`config.mk`:
```
export PLATFORM = sky130hd
export DESIGN_NAME = bb3_cell
export DESIGN_NICKNAME = d
export VERILOG_FILES = /design/src/rtl/core/bb3_pkg.sv /design/src/rtl/core/bb3_cell.sv
export SDC_FILE = /design/constraint.sdc
export NUM_CORES = 1
export LEC_CHECK = 0
export BUFFER_PORTS_ARGS = -buffer_cell sky130_fd_sc_hd__buf_2
export CAP_MARGIN = 20
export CORE_ASPECT_RATIO = 0.7
export CORE_MARGIN = 3
export CORE_UTILIZATION = 32
export CTS_BUF_LIST = sky130_fd_sc_hd__clkbuf_8
export DETAILED_ROUTE_END_ITERATION = 16
export GPL_TIMING_DRIVEN = 0
export PLACE_DENSITY = 0.69
export SETUP_SLACK_MARGIN = 0.15
export SYNTH_ARGS = -nofsm -noshare
export SYNTH_HDL_FRONTEND = slang
export SYNTH_SLANG_ARGS = --single-unit
```
`constraint.sdc`:
```
create_clock -name clk_i -period 4 [get_ports clk_i]
set_input_delay 0.8 -clock clk_i [delete_from_list [all_inputs] [get_ports clk_i]]
set_output_delay 0.8 -clock clk_i [all_outputs]
set_load 0.05 [all_outputs]
```
`src/rtl/core/bb3_pkg.sv`:
```
package bb3_pkg;

  localparam int unsigned MaxLineDefault = 4096;
  localparam int unsigned RowLimit       = 4096;
  localparam int unsigned CfgW           = 13;
  localparam int unsigned PixW           = 24;
  localparam int unsigned SumW           = 12;   // 9 * 255 fits in 12 bits

  typedef enum logic [0:0] {
    RegLineLength = 1'b0,
    RegLineCount  = 1'b1
  } reg_idx_e;

  // One window column, top to bottom.
  typedef struct packed {
    logic [PixW-1:0] top;
    logic [PixW-1:0] mid;
    logic [PixW-1:0] bot;
  } win_col_t;

  // Which rows of a column lie inside the frame, and whether the column does.
  typedef struct packed {
    logic col_in;
    logic top_in;
    logic bot_in;
  } edge_mask_t;

  // Reciprocal scale for divisors 1, 2, 3, 4, 6 and 9, 12-bit dividends, 16-bit shift.
  function automatic logic [16:0] recip(input logic [3:0] n);
    logic [16:0] r;
    case (n)
      4'd1:    r = 17'd65536;
      4'd2:    r = 17'd32768;
      4'd3:    r = 17'd21846;
      4'd4:    r = 17'd16384;
      4'd6:    r = 17'd10923;
      4'd9:    r = 17'd7282;
      default: r = 17'd65536;
    endcase
    return r;
  endfunction

endpackage

```
`src/rtl/core/bb3_cell.sv`:
```
// One window column cell: holds a column of three pixels, shifts it to the
// left neighbor every step and yields its masked per-channel partial sum.
module bb3_cell (
  input  logic                     clk_i,
  input  logic                     rst_ni,
  input  logic                     shift_i,
  input  bb3_pkg::win_col_t        col_i,
  input  bb3_pkg::edge_mask_t      mask_i,
  output bb3_pkg::win_col_t        col_o,
  output logic [9:0]               sum_r_o,
  output logic [9:0]               sum_g_o,
  output logic [9:0]               sum_b_o,
  output logic [1:0]               cnt_o
);
  import bb3_pkg::*;

  win_col_t col_q;

  always_ff @(posedge clk_i or negedge rst_ni) begin
    if (!rst_ni) begin
      col_q <= '0;
    end else if (shift_i) begin
      col_q <= col_i;
    end
  end

  assign col_o = col_q;

  logic [PixW-1:0] t, m, b;
  always_comb begin
    t = (mask_i.col_in && mask_i.top_in) ? col_q.top : '0;
    m = mask_i.col_in ? col_q.mid : '0;
    b = (mask_i.col_in && mask_i.bot_in) ? col_q.bot : '0;
    sum_r_o = 10'(t[23:16]) + 10'(m[23:16]) + 10'(b[23:16]);
    sum_g_o = 10'(t[15:8]) + 10'(m[15:8]) + 10'(b[15:8]);
    sum_b_o = 10'(t[7:0]) + 10'(m[7:0]) + 10'(b[7:0]);
    cnt_o = mask_i.col_in ? (2'd1 + 2'(mask_i.top_in) + 2'(mask_i.bot_in)) : 2'd0;
  end

endmodule

```
* Word-level counts from Yosys, hierarchy flattened
Index checks and enable logic that the tools add are counted.
** Cells by class
- Add/subtract/negate cells :: 8
- Multiply operators :: 0
- Divide/modulo/power cells :: 0
- Order comparisons :: 0
- Equal/unequal tests :: 0
- Shifts and indexed selects :: 0
- Mux-type cells :: 4
- Bitwise operators :: 0
- Reduce and logical (&&, ||, !) cells :: 2
** Operator list (number)
- 24-bit 2-to-1 mux :: 3
- 9-bit by 8-bit adder with 10-bit output :: 3
- 8-bit by 8-bit adder with 9-bit output :: 3
- 1-bit by 1-bit adder with 2-bit output, first input constant :: 1
- 2-bit by 1-bit adder with 2-bit output :: 1
- 1-bit logical AND :: 2
- 2-bit 2-to-1 mux :: 1
** Word-level totals
- Register bits :: 72
- Bits in latches :: 0
- Memory bits (writable) :: 0
- Bits in read-only memories :: 0
- Input port bits :: 78
- Output and inout port bits :: 104
- Memories :: 0

* Longest topological paths before layout
- Depth after elaboration :: 4
- Gate-level depth with buffers :: 12

* Worst setup path after synthesis
Ideal clock, no wire load.
- Kind :: input to output
- Start point :: input mask_i[0] in the netlist's numbering
- End point :: output sum_r_o[8]
- Data arrival time :: 3747 ps
- Required time :: 3200 ps
- Path slack :: -547 ps
- Cell stages on the path :: 10
- Buffers on the path :: 2
- Path through :: and2_1 > buf_2 > buf_2 > nand2_1 > fa_1 > inv_1 > ha_1 > a21o_1 > a21oi_1 > o311ai_1
** Between the ends
- Word-level cells in the longest chain between the ends :: 3
** Ends and longest elaborated chain
- start, declared :: line bb3_cell.sv:8 : input bb3_pkg::edge_mask_t mask_i,
- 1-bit logical AND :: line bb3_cell.sv:33 : b = (mask_i.col_in && mask_i.bot_in) ? col_q.bot : '0;
- 24-bit 2-to-1 mux :: line bb3_cell.sv:33
- 9-bit by 8-bit adder with 10-bit output :: line bb3_cell.sv:34 : sum_r_o = 10'(t[23:16]) + 10'(m[23:16]) + 10'(b[23:16]);
- end, declared :: line bb3_cell.sv:10 : output logic [9:0] sum_r_o,
Every way passes these cells.

* Worst setup path after layout
- Start point :: input mask_i[2] in the netlist's numbering
- End point :: output sum_r_o[8]
** Between the ends
- Word-level cells in the longest chain between the ends :: 4
** Ends and longest elaborated chain
- 1-bit logical AND :: line bb3_cell.sv:31 : t = (mask_i.col_in && mask_i.top_in) ? col_q.top : '0;
- 24-bit 2-to-1 mux :: line bb3_cell.sv:31
- 8-bit by 8-bit adder with 9-bit output :: line bb3_cell.sv:34
- 9-bit by 8-bit adder with 10-bit output (*) :: line bb3_cell.sv:34
Mark *: on every way between the ends. The rest lies on a longest branch, timed or not.

==> flow_summary.yaml <==
die:
  row_count: 35
  fp.dieW_um: 149
  start_util_pct: 33.7
  core_mm2: 0.0135
  die-area_mm2: 0.0157
  ioPinCount: 182
  die_y_um: 106
global_route:
  grt_pass1_wl_um: 24100
  antenna_found_initial: 1
  overflow: 0
  grt_pass1_vias: 4438
  track_usage_pct: 20.1
  grt_max_degree: 73
clock_tree:
  clk_latency_ps: 350
  postCtsHoldBufs: 0
  htreeDepth: 3
  cts_buffers: 9
  cts_sinks: 72
  root_buffer: "clkbuf_8"
  path_clk_slew_ps: 70
  tritoncts: "done"
  cts_buffer_depth: 2
sta:
  final.period_utilization_pct: 101
  rsz0062_at_grt: "yes"
  finalCriticalPeriod_ps: 4020
  fmax_ghz: 0.249
  setup_tns_ps: -31.8
  slew_viol_final: 0
  max_slew_margin_pct: 37.1
  worst_slack_ps: -22.5
  clock_skew_ps: 0
  hold_viol: 0
  fin_hold_ws_ps: 529
  worstMarginPinSlew_ps: 944
  setup_violations: 2
cells_and_area:
  areaGrowthSynthToFinish_pct: 59.1
  largest_register_ffs: 72
  drive_above_1_share_pct: 67.3
  fin_cells: 828
  nNetsFinal: 765
  n_antenna_cell: 0
worst_setup_path:
  path_class: "input port to output port"
  cp.required_ps: 3200
  crit_chain: "buf_8 -> and2_4 -> buf_12 -> buf_12 -> buf_16 -> nand2_4 -> fa_1 -> inv_2 -> ha_4 -> and2_4 -> nor3b_4 -> mux2i_2 -> o311ai_4 -> buf_6"
  max_stage_delay_ps: 510
  critical_path.slowest_cell: "fa_1"
  rr_startpoint: "col_o[70]$_DFFE_PN0P_"
  rr_worst_depth: 1
  critPathLaunchType: "input port"
  r2r_setup_slack_ps: 3180
  reg2reg_to: "col_o[70]$_DFFE_PN0P_"
  critPathMaxFanout: 7
  critPathCaptureType: "output port"
  critPathArrivalTime_ps: 3220
route:
  drt-total-wl_um: 15700
  dr.pass1.iters: 4
  wl_per_cell_um: 19.0
  drt_iter0_markers: 94
  route.detailed.drc: 0
  drtAntennaViolNets: 0
  route.vias.total: 4040
  viasPerCell: 4.88
power_and_ir_drop:
  power_frac_clock_pct: 20.6
  intPower_mw: 1.63
  pwr-share-comb_pct: 49.5
  power_leakage_nw: 3.57
  seq_power_share_pct: 29.9
  p_per_area_mw_per_mm2: 400
  p_switching_mw: 1.27
  ir_worst_vdd_uv: 220
  swShare_pct: 43.7
synth:
  syn_area_mm2: 0.00455
  synth.distinct_cells: 31
  yosys_register_bits: 72
  ys_warn_count: 0
  synth_nets: 533
  syn_inst: 406
  async_flop_share_pct: 100
  synth-edff-count: 0
  syn_avg_cell_area_um2: 11.2
  synth_flop_cell: "dfrtp_1"
  ys_seq_area_share_pct: 39.6
hold_path:
  min_path_type: "flip-flop to flip-flop"
  worst_hold_path.endpoint: "col_o[31]$_DFFE_PN0P_"
  hold_depth: 1
  worstHoldStart: "col_o[31]$_DFFE_PN0P_"
placement:
  dp_cells: 771
  hpwl_um: 10800
  port_buffers: 180
  gp_congestion: 0.801
job:
  drv_cap: 0
status:
  outcome: "finished, violations left"
  failed_checks: "setup timing"
-- cell usage after synthesis, types with 4 or more instances --
| cell type | instances | share of area, % |
|---|---|---|
| dfrtp_1 | 72 | 40 |
| mux2_2 | 72 | 18 |
| nand2_1 | 57 | 4.7 |
| inv_1 | 42 | 3.5 |
| fa_1 | 27 | 12 |
| ha_1 | 22 | 6.0 |
| a21oi_1 | 16 | 1.8 |
| buf_2 | 14 | 1.5 |
| and3_1 | 13 | 1.8 |
| xnor2_1 | 11 | 2.1 |
| and2_1 | 10 | 1.4 |
| a21o_1 | 6 | 0.99 |
| o21ai_0 | 4 | 0.44 |
| o21ai_1 | 4 | 0.44 |
| xor2_1 | 4 | 0.77 |
-- kinds of logic after synthesis --
| logic type | synth area share (%) |
|---|---|
| fa+ha+maj | 17.9 |
| xor+xnor | 2.88 |
| flops | 39.6 |
| mux | 18.0 |
| compound gates | 6.79 |
| buf+inv | 5.16 |
| simple gates | 9.67 |
-- layout by cell type (no fill, tap or decap), types with 2 or more instances in the layout --
cell,Yosys,layout
o21a_4,0,2
buf_16,0,2
buf_12,0,9
inv_2,0,12
xnor2_4,0,2
ha_2,0,2
nand2_2,0,13
clkinv_2,0,2
ha_1,22,3
ha_4,0,17
a21oi_4,0,5
and2_4,0,4
buf_4,0,35
buf_8,0,4
o211ai_1,3,3
mux2_2,72,72
o21ai_2,0,5
fa_2,0,5
a211oi_2,2,2
dfrtp_1,72,72
o21ai_4,0,3
inv_1,42,32
nand2b_1,2,2
o21bai_1,2,2
buf_6,0,19
a211oi_4,0,3
a21o_1,6,5
nor2b_1,3,2
nand2_4,0,6
nand3_2,0,2
nand2_1,57,38
clkbuf_8,0,11
xnor2_2,0,8
a21oi_1,16,4
a21oi_2,0,7
and3_1,13,13
fa_1,27,22
and2_1,10,6
xor2_2,0,3
buf_2,14,165
-- repair_timing --
action,CTS,global route
endpoints found under the setup margin,24,20
resized for setup,142,44
buffers inserted,28,11
pin swaps,66,30
cloned,2,0
-- layer usage --
| layer | GRT usage (%) | share of wire, % | wire (µm) | vias to the layer above |
|---|---|---|---|---|
| met2 | 33.3 | 48 | 7530 | 155 |
| met5 | 0 | 0.083 | 13 | - |
| met4 | 5.74 | 2.1 | 324 | 2 |
| met3 | 5.37 | 7.3 | 1160 | 32 |
| li1 | - | - | - | 1827 |
| met1 | 25.8 | 43 | 6720 | 2024 |
-- power groups by stage --
stage                     combinational, mW  sequential, mW  clock, mW
after detailed placement               1.17           0.876          0
final                                  1.44           0.867      0.598
after floorplan                       0.636            1.12          0
after global routing                   1.51           0.880      0.640
after CTS                              1.36           0.866      0.617
after global placement                 1.15           0.871          0
-- worst max-delay path: cells and delay by family --
family | cells | cell delay, ps
fa+ha+maj | 2 | 780
mux | 1 | 290
compound gates | 1 | 140
simple gates | 4 | 550
buf+inv | 6 | 670
-- layout make-up --
| class | instances | area (µm²) |
|---|---|---|
| clock inverter | 5 | 47.5 |
| inverter | 42 | 158 |
| tap | 185 | 231 |
| timing repair buffer | 221 | 1460 |
| buffer | 16 | 178 |
| sequential | 72 | 1800 |
| multi-input combinational | 276 | 3220 |
| fill | 1189 | 6280 |
| clock buffer | 11 | 151 |
-- how the worst max path moves through the flow --
stage,startpoint,end,slack (ps),cells past startpoint
3_5_place_dp,mask_i[0],sum_r_o[8],-660,13
5_1_grt,mask_i[2],sum_b_o[7],-100,13
4_1_cts,mask_i[2],sum_r_o[8],-20,14
6_report,mask_i[2],sum_r_o[8],-20,14
3_3_place_gp,mask_i[1],sum_r_o[8],-580,13
2_1_floorplan,mask_i[0],sum_r_o[8],60,11
-- per-stage QoR --
step	util, %	power [mW]	setup slack, ps	area (µm²)
after floorplan	-	1.76	62.8	4780
after global routing	53.6	3.03	-104	7250
after CTS	51.7	2.85	-17.4	6990
final	53.6	2.90	-22.5	7250
after detailed placement	43.7	2.05	-660	5920
after global placement	43.7	2.02	-585	5920
(Power assumes the default switching activity.)
